## src/hdl/fpbq_pkg.sv

```systemverilog
// ----------------------------------------------------------------------------
// fpbq_pkg
// Widths, register indexes, reset values and the shift-and-saturate helper
// shared by the biquad low-pass filter and its channel interfaces.
// ----------------------------------------------------------------------------
package fpbq_pkg;

  localparam int CH_W             = 2;
  localparam int SAMPLE_W         = 8;
  localparam int DATA_W           = 16;
  localparam int ACC_W            = 32;
  localparam int FRAC_BITS        = 14;
  localparam int DIGIT_W          = 4;
  localparam int NUM_DIGITS       = DATA_W / DIGIT_W;
  localparam int DCNT_W           = $clog2(NUM_DIGITS);
  localparam int NUM_REGS         = 5;
  localparam int REG_IDX_W        = 3;
  localparam int NUM_CHANNELS_DEF = 3;

  typedef logic [REG_IDX_W-1:0]    reg_idx_t;
  typedef logic signed [DATA_W-1:0] coef_t;

  localparam reg_idx_t REG_A1 = 3'd0;
  localparam reg_idx_t REG_A2 = 3'd1;
  localparam reg_idx_t REG_B0 = 3'd2;
  localparam reg_idx_t REG_B1 = 3'd3;
  localparam reg_idx_t REG_B2 = 3'd4;

  localparam coef_t COEF_RESET [NUM_REGS] = '{
    coef_t'(-25575), coef_t'(10508), coef_t'(329), coef_t'(658), coef_t'(329)
  };

  // Products in the order the sequencer computes them.
  typedef logic [2:0] op_t;
  localparam op_t OP_A1 = 3'd0;
  localparam op_t OP_A2 = 3'd1;
  localparam op_t OP_B0 = 3'd2;
  localparam op_t OP_B1 = 3'd3;
  localparam op_t OP_B2 = 3'd4;

  // Arithmetic right shift by FRAC_BITS, then clamp to the 16-bit signed range.
  function automatic logic signed [DATA_W-1:0] shift_sat(input logic [ACC_W-1:0] w);
    logic [ACC_W-FRAC_BITS-1:0] s;
    logic [DATA_W-1:0]          res;
    s = w[ACC_W-1:FRAC_BITS];
    if ((s[ACC_W-FRAC_BITS-1:DATA_W-1] == '0) || (s[ACC_W-FRAC_BITS-1:DATA_W-1] == '1)) begin
      res = s[DATA_W-1:0];
    end else if (s[ACC_W-FRAC_BITS-1]) begin
      res = {1'b1, {(DATA_W-1){1'b0}}};
    end else begin
      res = {1'b0, {(DATA_W-1){1'b1}}};
    end
    return res;
  endfunction

endpackage

```

## src/hdl/fpbq_if.sv

```systemverilog
// ----------------------------------------------------------------------------
// fpbq_in_if / fpbq_out_if
// Valid/ready channels carrying raw samples in and filtered values out.
// ----------------------------------------------------------------------------
interface fpbq_in_if;
  logic                          valid;
  logic                          ready;
  logic [fpbq_pkg::CH_W-1:0]     channel;
  logic [fpbq_pkg::SAMPLE_W-1:0] sample;

  modport source (output valid, output channel, output sample, input ready);
  modport sink   (input valid, input channel, input sample, output ready);
endinterface

interface fpbq_out_if;
  logic                               valid;
  logic                               ready;
  logic [fpbq_pkg::CH_W-1:0]          out_channel;
  logic signed [fpbq_pkg::DATA_W-1:0] filtered;

  modport source (output valid, output out_channel, output filtered, input ready);
  modport sink   (input valid, input out_channel, input filtered, output ready);
endinterface

```

## src/hdl/fixed_point_biquad_lowpass.sv

```systemverilog
// ----------------------------------------------------------------------------
// fixed_point_biquad_lowpass
// Multi-channel direct form II second-order low-pass filter, Q14 coefficients.
// ----------------------------------------------------------------------------
// A sample for a valid channel is accepted, then the five coefficient
// products run one after another through a single 4-bit digit-serial
// multiplier, with a step between the feedback and feed-forward products
// that saturates the new delay value; the result then goes to the output
// register once it is free. A sample for a channel at or above NUM_CHANNELS
// skips the products, returns zero and leaves the delay lines alone.
// The output register lets a new sample be accepted while the previous result
// waits to be taken. Coefficients may only be rewritten while the filter idles.
module fixed_point_biquad_lowpass #(
  parameter int NUM_CHANNELS = fpbq_pkg::NUM_CHANNELS_DEF
) (
  input  logic                             clk,
  input  logic                             rst_n,
  fpbq_in_if.sink                          in_chan,
  fpbq_out_if.source                       out_chan,
  input  logic                             cfg_we,
  input  logic [fpbq_pkg::REG_IDX_W-1:0]   cfg_index,
  input  logic [fpbq_pkg::DATA_W-1:0]      cfg_data
);

  localparam int IDX_W = (NUM_CHANNELS > 1) ? $clog2(NUM_CHANNELS) : 1;
  localparam int SEL_W = (IDX_W > fpbq_pkg::CH_W) ? IDX_W : fpbq_pkg::CH_W;
  localparam int ACC_W = fpbq_pkg::ACC_W;
  localparam int DATA_W = fpbq_pkg::DATA_W;
  localparam int DIGIT_W = fpbq_pkg::DIGIT_W;
  localparam int DCNT_W = fpbq_pkg::DCNT_W;

  typedef enum logic [3:0] {
    S_IDLE = 4'b0001,
    S_MAC  = 4'b0010,
    S_MID  = 4'b0100,
    S_DONE = 4'b1000
  } state_t;

  state_t                    state_r, state_nxt;
  fpbq_pkg::coef_t           coef_r [fpbq_pkg::NUM_REGS];
  logic signed [DATA_W-1:0]  dly1_r [NUM_CHANNELS];
  logic signed [DATA_W-1:0]  dly2_r [NUM_CHANNELS];

  logic [fpbq_pkg::CH_W-1:0] ch_r;
  logic [IDX_W-1:0]          ch_idx_r;
  logic                      ch_ok_r;
  logic signed [DATA_W-1:0]  d1_r, d2_r, d0_r;
  logic [ACC_W-1:0]          acc_r, acc_nxt;
  logic signed [ACC_W-1:0]   md_r;
  logic [DATA_W-1:0]         csh_r;
  fpbq_pkg::op_t             op_r;
  logic [DCNT_W-1:0]         dcnt_r;

  logic                      out_valid_r;
  logic [fpbq_pkg::CH_W-1:0] out_ch_r;
  logic signed [DATA_W-1:0]  out_y_r;

  logic [SEL_W-1:0]          in_sel;
  logic [IDX_W-1:0]          in_idx;
  logic                      in_ok;
  logic                      in_fire;
  logic                      out_free;
  logic signed [DATA_W-1:0]  rd_d1, rd_d2;
  logic signed [DATA_W-1:0]  d0_sat;
  logic                      dig_top;
  logic signed [DIGIT_W:0]   dval;
  logic [ACC_W-1:0]          term;
  logic                      sub_op;

  assign in_sel  = SEL_W'(in_chan.channel);
  assign in_idx  = in_sel[IDX_W-1:0];
  assign in_ok   = (int'(in_sel) < NUM_CHANNELS);
  assign in_fire = in_chan.valid && in_chan.ready;
  assign out_free = !out_valid_r || out_chan.ready;

  assign in_chan.ready        = (state_r == S_IDLE);
  assign out_chan.valid       = out_valid_r;
  assign out_chan.out_channel = out_ch_r;
  assign out_chan.filtered    = out_y_r;

  assign rd_d1  = in_ok ? dly1_r[in_idx] : '0;
  assign rd_d2  = in_ok ? dly2_r[in_idx] : '0;
  assign d0_sat = fpbq_pkg::shift_sat(acc_r);

  // One coefficient digit per cycle; the top digit carries the sign.
  assign dig_top = (dcnt_r == DCNT_W'(fpbq_pkg::NUM_DIGITS - 1));
  assign dval    = dig_top ? {csh_r[DIGIT_W-1], csh_r[DIGIT_W-1:0]}
                           : {1'b0, csh_r[DIGIT_W-1:0]};
  assign term    = ACC_W'(md_r * dval);
  assign sub_op  = (op_r == fpbq_pkg::OP_A1) || (op_r == fpbq_pkg::OP_A2);
  assign acc_nxt = sub_op ? (acc_r - term) : (acc_r + term);

  function automatic logic signed [ACC_W-1:0] sext(input logic signed [DATA_W-1:0] v);
    return {{(ACC_W-DATA_W){v[DATA_W-1]}}, v};
  endfunction

  always_comb begin
    state_nxt = state_r;
    case (state_r)
      S_IDLE: begin
        if (in_fire) begin
          state_nxt = in_ok ? S_MAC : S_DONE;
        end
      end
      S_MAC: begin
        if (dig_top && (op_r == fpbq_pkg::OP_A2)) begin
          state_nxt = S_MID;
        end else if (dig_top && (op_r == fpbq_pkg::OP_B2)) begin
          state_nxt = S_DONE;
        end
      end
      S_MID: begin
        state_nxt = S_MAC;
      end
      S_DONE: begin
        if (out_free) begin
          state_nxt = S_IDLE;
        end
      end
      default: begin
        state_nxt = S_IDLE;
      end
    endcase
  end

  always_ff @(posedge clk) begin
    if (!rst_n) begin
      state_r     <= S_IDLE;
      out_valid_r <= 1'b0;
      for (int i = 0; i < fpbq_pkg::NUM_REGS; i++) begin
        coef_r[i] <= fpbq_pkg::COEF_RESET[i];
      end
      for (int i = 0; i < NUM_CHANNELS; i++) begin
        dly1_r[i] <= '0;
        dly2_r[i] <= '0;
      end
    end else begin
      state_r <= state_nxt;

      if (cfg_we && (cfg_index < fpbq_pkg::REG_IDX_W'(fpbq_pkg::NUM_REGS))) begin
        coef_r[cfg_index] <= cfg_data;
      end

      if ((state_r == S_DONE) && out_free) begin
        out_valid_r <= 1'b1;
      end else if (out_chan.valid && out_chan.ready) begin
        out_valid_r <= 1'b0;
      end

      case (state_r)
        S_IDLE: begin
          if (in_fire) begin
            ch_r     <= in_chan.channel;
            ch_idx_r <= in_idx;
            ch_ok_r  <= in_ok;
            d1_r     <= rd_d1;
            d2_r     <= rd_d2;
            acc_r    <= ACC_W'(in_chan.sample) << fpbq_pkg::FRAC_BITS;
            md_r     <= sext(rd_d1);
            csh_r    <= coef_r[fpbq_pkg::REG_A1];
            op_r     <= fpbq_pkg::OP_A1;
            dcnt_r   <= '0;
          end
        end
        S_MAC: begin
          acc_r  <= acc_nxt;
          dcnt_r <= dig_top ? '0 : dcnt_r + 1'b1;
          if (dig_top) begin
            case (op_r)
              fpbq_pkg::OP_A1: begin
                op_r  <= fpbq_pkg::OP_A2;
                md_r  <= sext(d2_r);
                csh_r <= coef_r[fpbq_pkg::REG_A2];
              end
              fpbq_pkg::OP_B0: begin
                op_r  <= fpbq_pkg::OP_B1;
                md_r  <= sext(d1_r);
                csh_r <= coef_r[fpbq_pkg::REG_B1];
              end
              fpbq_pkg::OP_B1: begin
                op_r  <= fpbq_pkg::OP_B2;
                md_r  <= sext(d2_r);
                csh_r <= coef_r[fpbq_pkg::REG_B2];
              end
              default: begin
                op_r <= op_r;
              end
            endcase
          end else begin
            md_r  <= md_r <<< DIGIT_W;
            csh_r <= csh_r >> DIGIT_W;
          end
        end
        S_MID: begin
          d0_r   <= d0_sat;
          acc_r  <= '0;
          md_r   <= sext(d0_sat);
          csh_r  <= coef_r[fpbq_pkg::REG_B0];
          op_r   <= fpbq_pkg::OP_B0;
          dcnt_r <= '0;
        end
        S_DONE: begin
          if (out_free) begin
            out_ch_r    <= ch_r;
            out_y_r     <= ch_ok_r ? fpbq_pkg::shift_sat(acc_r) : '0;
            if (ch_ok_r) begin
              dly2_r[ch_idx_r] <= d1_r;
              dly1_r[ch_idx_r] <= d0_r;
            end
          end
        end
        default: begin
          op_r <= op_r;
        end
      endcase
    end
  end

`ifndef SYNTHESIS
  a_accept_busy: assert property (@(posedge clk) disable iff (!rst_n)
    in_fire |=> (state_r != S_IDLE))
    else $error("filter stayed idle after accepting a sample");

  a_out_from_done: assert property (@(posedge clk) disable iff (!rst_n)
    $rose(out_valid_r) |-> $past(state_r == S_DONE))
    else $error("result appeared without finishing a sample");

  a_op_range: assert property (@(posedge clk) disable iff (!rst_n)
    (state_r == S_MAC) |-> (op_r <= fpbq_pkg::OP_B2))
    else $error("product sequencer ran past the last coefficient");

  a_bad_channel_zero: assert property (@(posedge clk) disable iff (!rst_n)
    (out_valid_r && (int'(out_ch_r) >= NUM_CHANNELS)) |-> (out_y_r == '0))
    else $error("nonzero result for an unused channel");
`endif

endmodule

```

## src/flat_wrapper.sv

```systemverilog
// flat-port wrapper written by rule: the top's interface ports become plain ports
module fixed_point_biquad_lowpass_flat 
#(
  parameter int NUM_CHANNELS = fpbq_pkg::NUM_CHANNELS_DEF
)
  (clk, rst_n, cfg_we, cfg_index, cfg_data, in_chan_valid, in_chan_channel, in_chan_sample, in_chan_ready, out_chan_valid, out_chan_out_channel, out_chan_filtered, out_chan_ready);
  fpbq_in_if in_chan_i ();
  fpbq_out_if out_chan_i ();
  input  logic clk;
  input  logic rst_n;
  input  logic cfg_we;
  input  logic [fpbq_pkg::REG_IDX_W-1:0] cfg_index;
  input  logic [fpbq_pkg::DATA_W-1:0] cfg_data;
  input wire logic [$bits(in_chan_i.valid)-1:0] in_chan_valid;
  input wire logic [$bits(in_chan_i.channel)-1:0] in_chan_channel;
  input wire logic [$bits(in_chan_i.sample)-1:0] in_chan_sample;
  output wire logic [$bits(in_chan_i.ready)-1:0] in_chan_ready;
  output wire logic [$bits(out_chan_i.valid)-1:0] out_chan_valid;
  output wire logic [$bits(out_chan_i.out_channel)-1:0] out_chan_out_channel;
  output wire logic [$bits(out_chan_i.filtered)-1:0] out_chan_filtered;
  input wire logic [$bits(out_chan_i.ready)-1:0] out_chan_ready;
  assign in_chan_i.valid = in_chan_valid;
  assign in_chan_i.channel = in_chan_channel;
  assign in_chan_i.sample = in_chan_sample;
  assign in_chan_ready = in_chan_i.ready;
  assign out_chan_valid = out_chan_i.valid;
  assign out_chan_out_channel = out_chan_i.out_channel;
  assign out_chan_filtered = out_chan_i.filtered;
  assign out_chan_i.ready = out_chan_ready;
  fixed_point_biquad_lowpass #(.NUM_CHANNELS(NUM_CHANNELS)) u_core (.clk(clk), .rst_n(rst_n), .in_chan(in_chan_i), .out_chan(out_chan_i), .cfg_we(cfg_we), .cfg_index(cfg_index), .cfg_data(cfg_data));
endmodule
```

## config.mk

```make
export PLATFORM = sky130hd
export DESIGN_NAME = fixed_point_biquad_lowpass_flat
export DESIGN_NICKNAME = d
export VERILOG_FILES = /design/src/hdl/fpbq_pkg.sv /design/src/hdl/fpbq_if.sv /design/src/hdl/fixed_point_biquad_lowpass.sv /design/src/flat_wrapper.sv
export SDC_FILE = /design/constraint.sdc
export NUM_CORES = 1
export LEC_CHECK = 0
export ABC_CLOCK_PERIOD_IN_PS = 9650
export BUFFER_PORTS_ARGS = -buffer_cell sky130_fd_sc_hd__buf_2
export CAP_MARGIN = 20
export CORE_MARGIN = 3
export CORE_UTILIZATION = 55
export DETAILED_ROUTE_END_ITERATION = 8
export PLACE_DENSITY = 0.74
export SLEW_MARGIN = 10
export SYNTH_ARGS = -nofsm -noshare
export SYNTH_HDL_FRONTEND = slang
export SYNTH_SLANG_ARGS = --single-unit
```

## constraint.sdc

```tcl
create_clock -name clk -period 9.65 [get_ports clk]
set_input_delay 1.93 -clock clk [delete_from_list [all_inputs] [get_ports clk]]
set_output_delay 1.93 -clock clk [all_outputs]
set_load 0.02 [all_outputs]
```

# Word level (Yosys, flattened, before mapping)
# Memory sizes are Yosys's and may differ from the RTL's. A register that Yosys moved wholly into a read port is not among the register bits.
# Cells that the tools add are included.
[op_classes]
add_sub_neg = 3
multipliers = 1
magnitude_cmp = 2
eq_ne = 17
mux = 48
reduce_logical = 27
[ops]
columns = ["cell", "n"]
rows = [
  ["case mux 32 bit (3 select lines)", 2],
  ["2-to-1 mux 16 bit", 8],
  ["2-to-1 mux 32 bit", 4],
  ["case mux 16 bit (3 select lines)", 2],
  ["case mux 32 bit (2 select lines)", 1],
  ["OR reduction 16 bit", 3],
  ["adder 32 bit", 1],
  ["multiplier 32 x 5 -> 32 bit", 1],
  ["subtractor 32 bit", 1],
  ["2-to-1 mux 4 bit", 5],
  ["case mux 3 bit (3 select lines)", 2],
  ["case mux 4 bit (4 select lines)", 1],
  ["2-to-1 mux 1 bit", 14],
  ["AND reduction 3 bit", 4],
  ["2-to-1 mux 3 bit", 3],
  ["2-to-1 mux 2 bit", 4],
  ["AND reduction 4 bit", 2],
  ["== test 3 x 2 -> 1 bit, second input constant", 2],
  ["== test 3 bit, second input constant", 2],
  ["logical AND 1 bit", 6],
  ["zero test 3 bit", 2],
  ["case mux 2 bit (3 select lines)", 1],
  ["2-to-1 mux 5 bit", 1],
  ["!= test 5 bit, second input constant", 1],
  ["21 further kinds", 25],
]
[word_totals]
ff_bits = 143
ramBits = 176
inputBits = 34
mem_count = 3
[memory_table]
columns = ["name", "depth", "width", "rd", "rd_clocked_by_memory_dff", "wr", "line_no", "rtl"]
rows = [
  ["u_core.coef_r", 5, 16, 5, 0, 5, "fixed_point_biquad_lowpass.sv:40", "fpbq_pkg::coef_t coef_r [fpbq_pkg::NUM_REGS];"],
  ["u_core.dly1_r", 3, 16, 1, 0, 3, "fixed_point_biquad_lowpass.sv:41", "logic signed [DATA_W-1:0] dly1_r [NUM_CHANNELS];"],
  ["u_core.dly2_r", 3, 16, 1, 1, 3, "fixed_point_biquad_lowpass.sv:42", "logic signed [DATA_W-1:0] dly2_r [NUM_CHANNELS];"],
]

# Longest topological paths before layout
[depth]
word_depth = 8
depth_mapped = 33
ltp_nobuf = 30

# Worst setup path after synthesis
# Ideal clock, no wire load.
[synth_path]
kind = "register to register"
startpoint = "register u_core.dcnt_r[0]"
endpoint = "register u_core.acc_r[31], data pin"
setup_ns = 0.266
arrival_time_ns = 7.475
setup_slack_ns = 1.909
stages_incl_launch_ff = 32
path_buffers = 3
path_cell_list = "edfxtp_1 -> ha_1 -> clkbuf_1 -> nand2_1 -> clkbuf_1 -> nor2_1 -> fa_1 -> inv_1 -> fa_1 -> inv_1 -> fa_1 -> ha_1 -> o21ai_0 -> o21bai_1 -> and3_1 -> or3_1 -> or4_4 -> nor3b_1 -> nand4b_1 -> o21ai_0 -> xor2_1 -> ha_1 -> clkbuf_1 -> a211oi_1 -> nand2_1 -> nor4_1 -> nor3_1 -> or2_2 -> o31ai_1 -> a21oi_1 -> xnor2_1 -> nor2_1"
[synth_between]
elab_chain_len = 6
elab_cells_between_ends = 7
classes_between = "add/sub (2); mul (1); eq/ne (1); mux (3)"
[synth_rtl]
columns = ["item", "line_no", "rtl"]
rows = [
  ["start, declared", "fixed_point_biquad_lowpass.sv:52", "logic [DCNT_W-1:0] dcnt_r;"],
  ["start signal, assigned", "fixed_point_biquad_lowpass.sv:167", "dcnt_r <= dig_top ? '0 : dcnt_r + 1'b1;"],
  ["== test 2 bit *", "fixed_point_biquad_lowpass.sv:86", "assign dig_top = (dcnt_r == DCNT_W'(fpbq_pkg::NUM_DIGITS - 1));"],
  ["2-to-1 mux 5 bit *", "fixed_point_biquad_lowpass.sv:87", "assign dval = dig_top ? {csh_r[DIGIT_W-1], csh_r[DIGIT_W-1:0]}"],
  ["multiplier 32 x 5 -> 32 bit *", "fixed_point_biquad_lowpass.sv:89", "assign term = ACC_W'(md_r * dval);"],
  ["adder 32 bit or subtractor 32 bit (tied branches)", "fixed_point_biquad_lowpass.sv:91", "assign acc_nxt = sub_op ? (acc_r - term) : (acc_r + term);"],
  ["2-to-1 mux 32 bit *", "fixed_point_biquad_lowpass.sv:91", ""],
  ["case mux 32 bit (3 select lines) *", "fixed_point_biquad_lowpass.sv:150", "case (state_r)"],
  ["end signal, assigned", "fixed_point_biquad_lowpass.sv:158", "acc_r <= ACC_W'(in_chan.sample) << fpbq_pkg::FRAC_BITS;"],
  ["end signal, assigned", "fixed_point_biquad_lowpass.sv:166", "acc_r <= acc_nxt;"],
  ["end, declared", "fixed_point_biquad_lowpass.sv:48", "logic [ACC_W-1:0] acc_r, acc_nxt;"],
]
# Mark *: on every way between the ends. The rest lies on a longest branch, timed or not.
# A chain may end at the register's enable or synchronous reset.

# Final worst setup path
[layout_path]
startpoint = "register u_core.csh_r[3]"
endpoint = "register u_core.acc_r[31], data pin"
[layout_between]
elab_chain_len = 5
elab_cells_between_ends = 6
classes_between = "add/sub (2); mul (1); mux (3)"
[layout_rtl]
columns = ["item", "line_no", "rtl"]
rows = [
  ["start, declared", "fixed_point_biquad_lowpass.sv:50", "logic [DATA_W-1:0] csh_r;"],
  ["start signal, assigned", "fixed_point_biquad_lowpass.sv:160", "csh_r <= coef_r[fpbq_pkg::REG_A1];"],
  ["start signal, assigned", "fixed_point_biquad_lowpass.sv:173", "csh_r <= coef_r[fpbq_pkg::REG_A2];"],
  ["start signal, assigned", "fixed_point_biquad_lowpass.sv:178", "csh_r <= coef_r[fpbq_pkg::REG_B1];"],
  ["2-to-1 mux 5 bit *", "fixed_point_biquad_lowpass.sv:87", ""],
  ["multiplier 32 x 5 -> 32 bit *", "fixed_point_biquad_lowpass.sv:89", ""],
  ["adder 32 bit or subtractor 32 bit (tied branches)", "fixed_point_biquad_lowpass.sv:91", ""],
  ["2-to-1 mux 32 bit *", "fixed_point_biquad_lowpass.sv:91", ""],
  ["case mux 32 bit (3 select lines) *", "fixed_point_biquad_lowpass.sv:150", ""],
]
# Marks and branches as above.

==> summary.md <==
| Metric | Value |
|---|---|
| Outcome | `complete, no violations` |
| Die width | `205 um` |
| Total GRT Usage | `0.253` |
| 1st-iter DRT viols | `1,430` |
| Max-cap violations | `0` |
| Clk root buf | `clkbuf_16` |
| Die Ht | `205 um` |
| Combinational Power Share | `0.590` |
| Post-CTS setup repair buffer count | `0` |
| Int Power | `0.00432 W` |
| H-tree level count | `2` |
| Min-Delay Path Class | `reg -> reg` |
| Vias in the first global route | `about 15,000` |
| Via/cell ratio | `5.94` |
| Initial core utilization | `0.561` |
| Mean Syn Cell Area | `10.5 um^2` |
| Final Hold Viols | `0` |
| Syn. warnings | `0` |
| WS Path Type | `reg -> reg` |
| Switching Share | `0.444` |
| Avg WL per Cell | `20.1 um` |
| Post-CTS sizing | `0` |
| CP Launch Type | `register` |
| First-pass GRT wire length | `83,800 um` |
| Setup Skew | `0.0166 ns` |
| RSZ-0062 raised after global routing | `false` |
| Drt first pass iters | `5` |
| DRC viols | `0` |
| Worst Tran Pin Value | `1.13 ns` |
| Clock slew at reported path FFs | `0.06 ns` |
| Cell Pwr Density | `328 nW/um^2` |
| CTS sink cnt | `335` |
| Max-slew violation count | `0` |
| # nets final | `roughly 2,300` |
| Largest net degree at the start of global routing | `just under 50` |
| Max VDD drop | `212 uV` |
| Fmax | `118 MHz` |
| # hold bufs at CTS | `0` |
| Most frequent cells in the layout | `edfxtp_1, and2_1, inv_1, nor2_1, nand2_1` |
| Synth-to-layout area growth | `8.71%` |
| Drt total wl | `52,900 um` |
| Commonest non-fill, non-tap cell in the layout | `edfxtp_1` |
| Global route overflow | `0` |
| Ys async rst share | `0` |
| Site Rows | `72` |
| Die ar. | `42,100 um^2` |
| GP Congestion | `0.896` |
| Post-synthesis sequential area ratio | `0.459` |
| DP HPWL | `36,200 um` |
| Clock Tree Buf Depth | `3` |
| Slew HR | `0.246` |
| Total CTS buffers | `36` |
| Final min period | `between 8 and 9 ns` |
| Crit end category | `register` |
| Routed Antenna Nets | `0` |
| Area of placed instances | `22,600 um^2` |
| Core ar. | `38,900 um^2` |
| IO buf count | `53` |
| Clock network latency to the later pin of the worst-skew pair | `0.54 ns` |
| Post-synthesis cell type count | `78` |
| EDFF count, synth | `330` |
| FF+latch count, synth | `335` |
| Syn Nets | `2,295` |
| Primary FF master, synth | `edfxtp_1` |
| Post-synthesis instance total | `between 2,000 and 2,500` |
| Final setup TNS | `0 ns` |
| Layout cells sized above 1 | `0.0861` |
| Final period util | `0.875` |
| Routed vias | `15,600` |
| Critical Path AT | `~8.7 ns` |
| Crit path max fanout | `30` |
| Final setup violation count | `0` |
| Diodes inserted | `0` |
| CTS tree | `built` |
| CP Data Required Time | `9.92 ns` |
| Sequential share of power | `0.238` |
| Psw | `0.00345 W` |
| Top Ports | `54` |
| Cell area after synthesis | `21,800 um^2` |
| Leakage | `9.56 nW` |
| Clock share of power | `0.172` |
| Design Area, Final | `23,700 um^2` |
| Initial antenna violation count | `0` |
[through the flow]
| step | utilization | power (W) | hold slack [ns] | cells | setup WS [ns] |
|---|---|---|---|---|---|
| 2_1_floorplan | - | 0.00534 | 0.424 | 2082 | 1.91 |
| 3_3_place_gp | 0.581 | 0.00628 | 0.499 | 2569 | 1.59 |
| 3_5_place_dp | 0.581 | 0.00637 | 0.512 | 2569 | 1.42 |
| 4_1_cts | 0.610 | 0.00774 | 0.525 | 2633 | 1.35 |
| 5_1_grt | 0.610 | 0.00836 | 0.549 | 2633 | 0.622 |
| 6_report | 0.610 | 0.00777 | 0.524 | 2633 | 1.21 |
[final cells by class]
| class | instances | area, um^2 |
|---|---|---|
| clock buffer | 43 | 927 |
| clock inverter | 21 | 201 |
| fill | 3175 | 15200 |
| inverter | 167 | 627 |
| multi-input combinational | 1471 | 10900 |
| sequential | 335 | 10000 |
| tap | 518 | 648 |
| timing repair buffer | 78 | 453 |
[cell usage after synthesis, types with 5 or more instances]
cell      number  area [um^2]
edfxtp_1     330         9910
and2_1       240         1500
inv_1        167          627
nor2_1       155          582
o21ai_0      144          721
nand2_1      143          537
clkbuf_1      99          372
ha_1          94         1180
a21oi_1       93          465
fa_1          85         1700
mux2i_1       81          811
and3_1        44          275
xnor2_1       40          350
nand2b_1      35          219
xor2_1        33          289
a22oi_1       22          165
a21o_1        20          150
nand3_1       20          100
nor3_1        20          100
or2_2         17          106
o21a_1        16          120
a31oi_1       12         75.1
nand4_1       12         75.1
nor2b_1       12         75.1
a211oi_1      11         82.6
a22o_1        11         96.3
or3_1         11         68.8
o211ai_1       7         52.6
buf_2          6         30.0
nor4b_1        6         52.6
a31o_2         5         43.8
dfxtp_1        5          100
nor3b_1        5         37.5
o21bai_1       5         37.5
o31ai_1        5         37.5
[worst max-delay path, cell delays in order, from the launching register on]
cell and delay, ns:
edfxtp_1 0.32, buf_4 0.29, nand2_1 0.32, or2_2 0.38
fa_1 0.50, fa_1 0.45, fa_1 0.54, inv_1 0.05
ha_1 0.28, a211oi_2 0.30, o21bai_1 0.15, and3_1 0.17
or3_1 0.40, or4_4 0.55, nor3b_1 0.41, nand4b_1 0.27
o21ai_0 0.27, xor2_1 0.21, ha_1 0.34, a211oi_1 0.44
nand2_1 0.11, nor4_1 0.35, nor3_1 0.10, or2_2 0.31
o31ai_1 0.31, a21oi_1 0.13, xnor2_1 0.16, nor2_1 0.05
[cells by family after synthesis]
logic type                 after synthesis  share of synthesized area
DFF                                    335                      0.459
adders and majority gates              179                      0.132
buffers and inverters                  276                     0.0483
and+or+nand+nor                        742                      0.180
AOI/OAI and AO/OA                      396                      0.115
muxes                                   81                     0.0371
xor gates and xnor gates                73                     0.0293
[metal layers]
metal / vias up / wire length, um / GRT usage
met5: - / 0 / 0
met4: 0 / 1240 / 0.0759
met3: 83 / 3460 / 0.0288
met2: 559 / 25900 / 0.425
met1: 7711 / 22300 / 0.348
li1: 7276 / - / -
[final timing paths]
check                                          start                to  slack [ns]  depth (start not counted)
worst min-delay path            u_core.dly2_r[1][12]   u_core.d2_r[12]        0.52                          2
worst min register to register  u_core.dly2_r[1][12]   u_core.d2_r[12]        0.52                          2
worst max-delay path                 u_core.csh_r[3]  u_core.acc_r[31]        1.21                         27
worst max register to register       u_core.csh_r[3]  u_core.acc_r[31]        1.21                         27
[power groups by stage]
| stage | Sequential [W] | Clock (W) | Combinational (W) |
|---|---|---|---|
| detailed placement | 0.00188 | 0 | 0.00449 |
| floorplan | 0.00182 | 0 | 0.00352 |
| finish | 0.00185 | 0.00134 | 0.00459 |
| global route | 0.00187 | 0.00140 | 0.00509 |
| CTS | 0.00185 | 0.00135 | 0.00453 |
| global placement | 0.00187 | 0 | 0.00441 |
[registers in the layout (all words and copies together) (netlist names)]
register                     cells
u_core.dcnt_r                    2
u_core.out_chan.valid            1
u_core.out_chan.out_channel      2
u_core.csh_r                    16
u_core.ch_r                      2
u_core.ch_ok_r                   1
u_core.d1_r                     16
u_core.op_r                      3
u_core.d2_r                     16
u_core.out_chan.filtered        16
u_core.dly2_r                   48
u_core.acc_r                    32
u_core.md_r                     32
u_core.dly1_r                   48
u_core.state_r                   4
u_core.d0_r                     16
u_core.coef_r                   80
(Power assumes the default switching activity.)
